--- config.mk ---
export PLATFORM = sky130hd
export DESIGN_NAME = wgtg_ctrl
export DESIGN_NICKNAME = d
export VERILOG_FILES = /design/src/rtl/wgtg_pkg.sv /design/src/rtl/wgtg_ctrl.sv
export SDC_FILE = /design/constraint.sdc
export NUM_CORES = 1
export LEC_CHECK = 0
export BUFFER_PORTS_ARGS = -buffer_cell sky130_fd_sc_hd__buf_2
export CORE_AREA = 2 2 39 41
export DETAILED_ROUTE_END_ITERATION = 16
export DIE_AREA = 0 0 41 43
export PLACE_DENSITY_LB_ADDON = 0.12
export SYNTH_ARGS = -nofsm -noshare
export SYNTH_HDL_FRONTEND = slang
export SYNTH_SLANG_ARGS = --single-unit
export TNS_END_PERCENT = 5
--- constraint.sdc ---
create_clock -name i_clk -period 1.9 [get_ports i_clk]
set_input_delay 0.38 -clock i_clk [delete_from_list [all_inputs] [get_ports i_clk]]
set_output_delay 0.38 -clock i_clk [all_outputs]
set_load 0.005 [all_outputs]
--- src/rtl/wgtg_pkg.sv ---
// Package: shared types, constants and tables of the waypoint controller
package wgtg_pkg;

    localparam int CORDIC_STEPS_DEF = 16;
    localparam logic signed [15:0] PI_Q13     = 16'sd25736;
    localparam logic signed [17:0] TWO_PI_Q13 = 18'sd51472;
    localparam logic signed [47:0] PI_Q24     = 48'sd52707179;
    localparam int DRIVE_ERR_LIMIT  = 4096;
    localparam int TURN_LIMIT       = 3277;
    localparam int ALIGN_TURN_LIMIT = 2048;

    typedef enum logic [1:0] {
        FN_POSE   = 2'd0,
        FN_TICK   = 2'd1,
        FN_CANCEL = 2'd2,
        FN_START  = 2'd3
    } t_func;

    typedef enum logic [2:0] {
        ST_WAIT    = 3'd0,
        ST_DRIVE   = 3'd1,
        ST_ALIGN   = 3'd2,
        ST_REACHED = 3'd3,
        ST_CANCEL  = 3'd4,
        ST_IDLE    = 3'd5
    } t_status;

    typedef enum logic [1:0] {
        PH_TRANSLATE = 2'd0,
        PH_ALIGN     = 2'd1,
        PH_FINISHED  = 2'd2,
        PH_SPARE     = 2'd3
    } t_phase;

    typedef enum logic [2:0] {
        REG_TX   = 3'd0,
        REG_TY   = 3'd1,
        REG_TH   = 3'd2,
        REG_PTOL = 3'd3,
        REG_HTOL = 3'd4,
        REG_LG   = 3'd5,
        REG_TG   = 3'd6,
        REG_MAXF = 3'd7
    } t_reg;

    typedef enum logic [3:0] {
        S_IDLE, S_POSE_MUL, S_POSE_SUM, S_CORD_INIT, S_CORD_NORM, S_CORD_RUN,
        S_TICK_DIFF, S_TICK_SQ, S_SQRT_INIT, S_SQRT_RUN, S_TICK_EVAL, S_OUT
    } t_state;

    typedef struct packed {
        logic load_in;
        logic pose_mul;
        logic pose_sum;
        logic cord_init_pose;
        logic cord_init_tick;
        logic cord_norm;
        logic cord_step;
        logic tick_diff;
        logic tick_sq;
        logic sqrt_init;
        logic sqrt_step;
        logic pose_store;
        logic eval;
    } t_cmd;

    typedef struct packed {
        logic norm_done;
        logic cord_done;
        logic sqrt_done;
    } t_sts;

    function automatic logic [47:0] atan_q24(input logic [4:0] i);
        unique case (i)
            5'd0:  atan_q24 = 48'd13176795;
            5'd1:  atan_q24 = 48'd7778716;
            5'd2:  atan_q24 = 48'd4110060;
            5'd3:  atan_q24 = 48'd2086331;
            5'd4:  atan_q24 = 48'd1047214;
            5'd5:  atan_q24 = 48'd524117;
            5'd6:  atan_q24 = 48'd262123;
            5'd7:  atan_q24 = 48'd131069;
            5'd8:  atan_q24 = 48'd65536;
            5'd9:  atan_q24 = 48'd32768;
            5'd10: atan_q24 = 48'd16384;
            5'd11: atan_q24 = 48'd8192;
            5'd12: atan_q24 = 48'd4096;
            5'd13: atan_q24 = 48'd2048;
            5'd14: atan_q24 = 48'd1024;
            5'd15: atan_q24 = 48'd512;
            5'd16: atan_q24 = 48'd256;
            5'd17: atan_q24 = 48'd128;
            5'd18: atan_q24 = 48'd64;
            5'd19: atan_q24 = 48'd32;
            5'd20: atan_q24 = 48'd16;
            5'd21: atan_q24 = 48'd8;
            5'd22: atan_q24 = 48'd4;
            5'd23: atan_q24 = 48'd2;
            default: atan_q24 = 48'd0;
        endcase
    endfunction

    function automatic logic signed [17:0] wrap18(input logic signed [17:0] a);
        if (a > 18'(PI_Q13))
            wrap18 = a - TWO_PI_Q13;
        else if (a < -18'(PI_Q13))
            wrap18 = a + TWO_PI_Q13;
        else
            wrap18 = a;
    endfunction

endpackage

--- src/rtl/wgtg_ctrl.sv ---
// Controller: sequencer of the pose and tick transactions
module wgtg_ctrl (
    input  logic            i_clk,
    input  logic            i_rst_n,
    input  logic            i_in_valid,
    output logic            o_in_ready,
    input  logic [1:0]      i_func,
    input  logic            i_out_busy,
    output logic            o_out_load,
    input  wgtg_pkg::t_sts  i_sts,
    output wgtg_pkg::t_cmd  o_cmd
);
    import wgtg_pkg::*;

    t_state r_state, n_state;
    logic   r_pose, n_pose;

    always_ff @(posedge i_clk) begin
        if (!i_rst_n) begin
            r_state <= S_IDLE;
            r_pose  <= 1'b0;
        end else begin
            r_state <= n_state;
            r_pose  <= n_pose;
        end
    end

    always_comb begin
        n_state    = r_state;
        n_pose     = r_pose;
        o_cmd      = '0;
        o_out_load = 1'b0;
        o_in_ready = (r_state == S_IDLE);
        unique case (r_state)
            S_IDLE: begin
                if (i_in_valid) begin
                    o_cmd.load_in = 1'b1;
                    unique case (t_func'(i_func))
                        FN_POSE:   begin n_state = S_POSE_MUL; n_pose = 1'b1; end
                        FN_START:  n_state = S_IDLE;
                        FN_TICK, FN_CANCEL: begin
                            n_state = S_TICK_DIFF; n_pose = 1'b0;
                        end
                    endcase
                end
            end
            S_POSE_MUL: begin o_cmd.pose_mul = 1'b1; n_state = S_POSE_SUM; end
            S_POSE_SUM: begin o_cmd.pose_sum = 1'b1; n_state = S_CORD_INIT; end
            S_TICK_DIFF: begin o_cmd.tick_diff = 1'b1; n_state = S_TICK_SQ; end
            S_TICK_SQ: begin o_cmd.tick_sq = 1'b1; n_state = S_SQRT_INIT; end
            S_SQRT_INIT: begin o_cmd.sqrt_init = 1'b1; n_state = S_SQRT_RUN; end
            S_SQRT_RUN: begin
                o_cmd.sqrt_step = 1'b1;
                if (i_sts.sqrt_done) n_state = S_CORD_INIT;
            end
            S_CORD_INIT: begin
                o_cmd.cord_init_pose = r_pose;
                o_cmd.cord_init_tick = !r_pose;
                n_state = S_CORD_NORM;
            end
            S_CORD_NORM: begin
                o_cmd.cord_norm = 1'b1;
                if (i_sts.norm_done) n_state = S_CORD_RUN;
            end
            S_CORD_RUN: begin
                o_cmd.cord_step = 1'b1;
                if (i_sts.cord_done) begin
                    if (r_pose) begin
                        o_cmd.pose_store = 1'b1;
                        n_state = S_IDLE;
                    end else begin
                        n_state = S_TICK_EVAL;
                    end
                end
            end
            S_TICK_EVAL: begin o_cmd.eval = 1'b1; n_state = S_OUT; end
            S_OUT: begin
                if (!i_out_busy) begin
                    o_out_load = 1'b1;
                    n_state = S_IDLE;
                end
            end
            default: n_state = S_IDLE;
        endcase
    end

endmodule

# ---- Word-level counts from Yosys, hierarchy flattened
# Cells that the tools add are included.
dict set report classes {
  mux 26
  reduce_logical 7
  n_eq_ne 19
}
# operator count
set ops {}
lappend ops {{$pmux 4 s12} 1}
lappend ops {{$mux 4} 6}
lappend ops {{$eq 4x3->1 const B} 4}
lappend ops {{$eq 4x4->1 const B} 4}
lappend ops {{$mux 1} 16}
lappend ops {{$pmux 4 s3} 1}
lappend ops {{$ne 2x2->1 const B} 5}
lappend ops {{$eq 4x2->1 const B} 2}
lappend ops {{$reduce_and 5->1} 1}
lappend ops {{$eq 2x2->1 const B} 2}
lappend ops {{$eq 4x1->1 const B} 1}
lappend ops {{$logic_not 4->1} 1}
lappend ops {{$reduce_and 3->1} 1}
lappend ops {{$eq 2x1->1 const B} 1}
lappend ops {{$logic_not 2->1} 1}
lappend ops {{$mux 2} 1}
lappend ops {{$pmux 1 s2} 1}
lappend ops {{$reduce_bool 2->1} 1}
lappend ops {{$reduce_or 2->1} 1}
lappend ops {{$logic_not 1->1} 1}
dict set report totals {
  elab_cells 54
  register_bits 5
  out_inout_bits 15
}

# ---- Logic depth before layout (Yosys ltp)
dict set report logic_depth {
  word_depth 5
  ltp_mapped 6
}

# ---- Least setup slack after synthesis
# Ideal clock, no wire load.
dict set report synth_timing {
  kind {reg2out}
  startpoint {register r_state[0]}
  endpoint {output o_cmd[1] (netlist bit)}
  path_stages_with_launch 5
  required_time_ns 1.520
  path_buffers 1
  arrival_time_ns 1.190
  path_slack_ns 0.330
  path_cell_list {dfxtp_1 clkbuf_1 nand2_1 nor3_1 and3_1}
}
# element line
set synth_rtl {}
lappend synth_rtl {{from (decl)} wgtg_ctrl.sv:15} ;# t_state r_state, n_state;
lappend synth_rtl {{from (signal assigned)} wgtg_ctrl.sv:23} ;# r_state <= n_state;
lappend synth_rtl {{to (decl)} wgtg_ctrl.sv:11} ;# output wgtg_pkg::t_cmd o_cmd

# ---- Worst setup path in the final report
dict set report layout_timing {
  startpoint {register r_state[2]}
  endpoint {output o_out_load}
}
dict set report layout_between {
  elab_chain_len 2
}
# element line
set layout_lines {}
lappend layout_lines {{$eq 4x4->1} wgtg_ctrl.sv:34} ;# unique case (r_state)
lappend layout_lines {{$mux 1} wgtg_ctrl.sv:34}
lappend layout_lines {{to (decl)} wgtg_ctrl.sv:9} ;# output logic o_out_load,
# Every way passes these cells.

==> run summary <==
status - complete, no violations
Tmin final - 1.806 ns
Largest delay share family, worst path - simple AND/OR/NAND/NOR gates
RSZ-0062 raised after global routing - false
R2R setup slack - 0.37 ns
crit path to - o_out_load
Sink Count - 5
Final Max Slew Viols - 0
drc violations - 0
maximum VDD drop - 0.0005890 V
Fmax - 0.5539 GHz
Syn Area/Cell - 6.500 µm²
CTS tree - done
Die X - 41 µm
port bufs - 23
Slew headroom - 0.6996
Mapped Area - 500.5 µm²
non-filler cells in the finished layout - 120
H-tree depth - 1
Post-CTS Hold Buffers - 0
DRT iter0 DRCs - 13
Synth top area share - 0.2000
clk root buf - clkbuf_4
Power Internal - 0.4645 mW
WP buf/inv - 2
Cell Rows - 14
Core ar. - 1384 µm²
Bufs on Longest Clock Path - 2
sequential power share - 0.290
DRT Pass-1 Iters - 4
Crit Path Max Fanout - 10
fin crit share - 0.9503
Post-DRT Antenna Nets - 0
sw frac - 0.4527
top cell type by total area after synthesis - dfxtp_1
layout net count - 116
cts bufs inserted - 3
CP Class - reg -> out
first-pass GRT wire length - 2.118 mm
count of cell types in the netlist - 28
Crit Reg-Reg Startpoint - r_state[3]
Critical Path Max Stage Delay - 0.40 ns
clock-pin slew on the worst setup and hold paths - 0.04 ns
GRT Residual Overflow - 0
ordered list of cells on the worst path - buf_4 -> nor2b_1 -> nand3_1 -> nor2_1 -> buf_2
max cap viols - 0
post-layout total power - 0.8487 mW
initial core utilization - 0.3617
slew of the pin with the lowest slew margin - 0.4497 ns
fraction of layout instances using a drive strength above 1 - 0.3365
clock network power share - 0.139
worst reg2reg path endpoint - r_state[1]
DR vias/cell - 5.150
wire per inst - 11.26 µm
Routed WL - 1.351 mm
Syn Inst Count - 77
Hold Path Class - in -> reg
main area contributors after synthesis - dfxtp_1 (20%), nor2_1 (8.3%), inv_1 (6.0%), nand2_1 (6.0%), ha_1 (5.0%)
worst skew pair latency - 0.24 ns
# resized after CTS - 0
Placed Cells - 116
DPL Wire Length - 1.081 mm
initial antenna violation count - 0
#FFs+latches synth - 5
Area Growth Syn to Fin - 37.00%
synth warn - 0
Die Height - 43 µm
CP arrival - 1.43 ns
vias in the first global route - 508
via count - 618
RD Place Congestion - 0.8151
Fin. Hold Viols - 0
EDFF count, synth - 0
setup_tns - 0 ns
combinational share of power - 0.571
Worst R2R Path Depth - 4
most common flop cell mapped by yosys - dfxtp_1
Worst Setup End Kind - output pin
FFs w/ async S/R, synth - 0
slowest CP cell - dfxtp_1
Worst EP required - 1.52 ns
P per Cell Area - 1238 nW/µm²
Final Setup Violations - 0
IO Pins - 24
Setup crit start - r_state[2]
WP depth - 5
largest net degree at the start of global routing - 16
Startpoint Class - register
Synth Net Count - 88
Leakage - 0.3548 nW
switching power - 0.3842 mW
Ant. Diodes - 0
Post-CTS Setup Repair Bufs - 0
total track usage - 0.1781
Die ar. - 1763 µm²
clk_skew - 0.0009407 ns
Final Util - 0.4955
Seq/Total Area, Yosys - 0.2000
==> cell type report <==
type / instances / area, µm²
clock buffers: 4 / 26.28
repair buffers: 27 / 145.1
multi-input cells: 60 / 361.6
fillers: 161 / 698.2
well taps: 16 / 20.02
inverters: 8 / 30.03
flip-flops and latches: 5 / 102.6
==> worst register-to-register path: cells and delay by family (launching register included) <==
family          cells  cell delay [ns]
compound gates      2             0.46
simple gates        2             0.49
flops               1             0.50
==> synth_stat cells, types with 2 or more instances <==
master,instances
a21oi_1,2
ha_1,2
and3_1,3
nand2_1,8
dfxtp_1,5
inv_1,8
nor2b_1,4
nand3_1,3
nand2b_1,3
o31ai_1,2
o21ai_0,3
nor2_1,11
clkbuf_1,4
nor3_1,5
==> layer usage <==
layer,part of all wire,up-vias,global-route usage,wire (µm)
li1,-,325,-,-
met4,0.0074,0,0.1000,10
met3,0.038,2,0.03141,52
met2,0.50,12,0.2500,673
met5,0,-,0,0
met1,0.46,279,0.2460,615
==> placed cells by master (no fill, tap or decap), types with 3 or more instances in the layout <==
cell type	n
o21ai_0	3
dfxtp_1	3
nor2b_1	4
clkbuf_4	3
nor3_1	5
and3_1	3
inv_1	8
buf_4	4
nand2b_1	3
nand2_1	8
nor2_1	11
buf_2	23
nand3_1	3
==> sequential cells by signal (all words and copies together), names as in the netlist <==
signal and flops:
r_pose 1, r_state 4
==> worst min-delay path by stage <==
stage	end	from	slack, ns	cells past startpoint
CTS	r_state[1]	i_out_busy	0.42	3
global route	r_state[1]	i_out_busy	0.45	3
detailed placement	r_pose	r_pose	0.59	2
floorplan	r_state[3]	i_rst_n	0.51	1
finish	r_state[1]	i_out_busy	0.42	3
global placement	r_pose	r_pose	0.57	2
==> power groups by stage <==
stage | registers [mW] | logic (mW) | clock network [mW]
6_report | 0.246 | 0.485 | 0.118
5_1_grt | 0.258 | 0.547 | 0.130
4_1_cts | 0.232 | 0.479 | 0.127
3_5_place_dp | 0.234 | 0.476 | 0
3_3_place_gp | 0.236 | 0.476 | 0
2_1_floorplan | 0.185 | 0.348 | 0
==> stage by stage <==
| stage | instance area, µm² | setup slack, ns | hold WS [ns] |
|---|---|---|---|
| after floorplan | 500.5 | 0.3302 | 0.5055 |
| after global placement | 650.6 | 0.2830 | 0.5668 |
| after detailed placement | 650.6 | 0.2679 | 0.5876 |
| after CTS | 676.9 | 0.004727 | 0.4201 |
| after global routing | 685.7 | 0.01943 | 0.4463 |
| final | 685.7 | 0.09448 | 0.4238 |
==> cell families after synthesis <==
group | synth area share
DFF | 0.2000
and+or+nand+nor | 0.3975
adders and majority gates | 0.04999
buffers and inverters | 0.08999
AOI/OAI and AO/OA | 0.2425
muxes | 0.02000
Power figures use the tool's default switching activity.
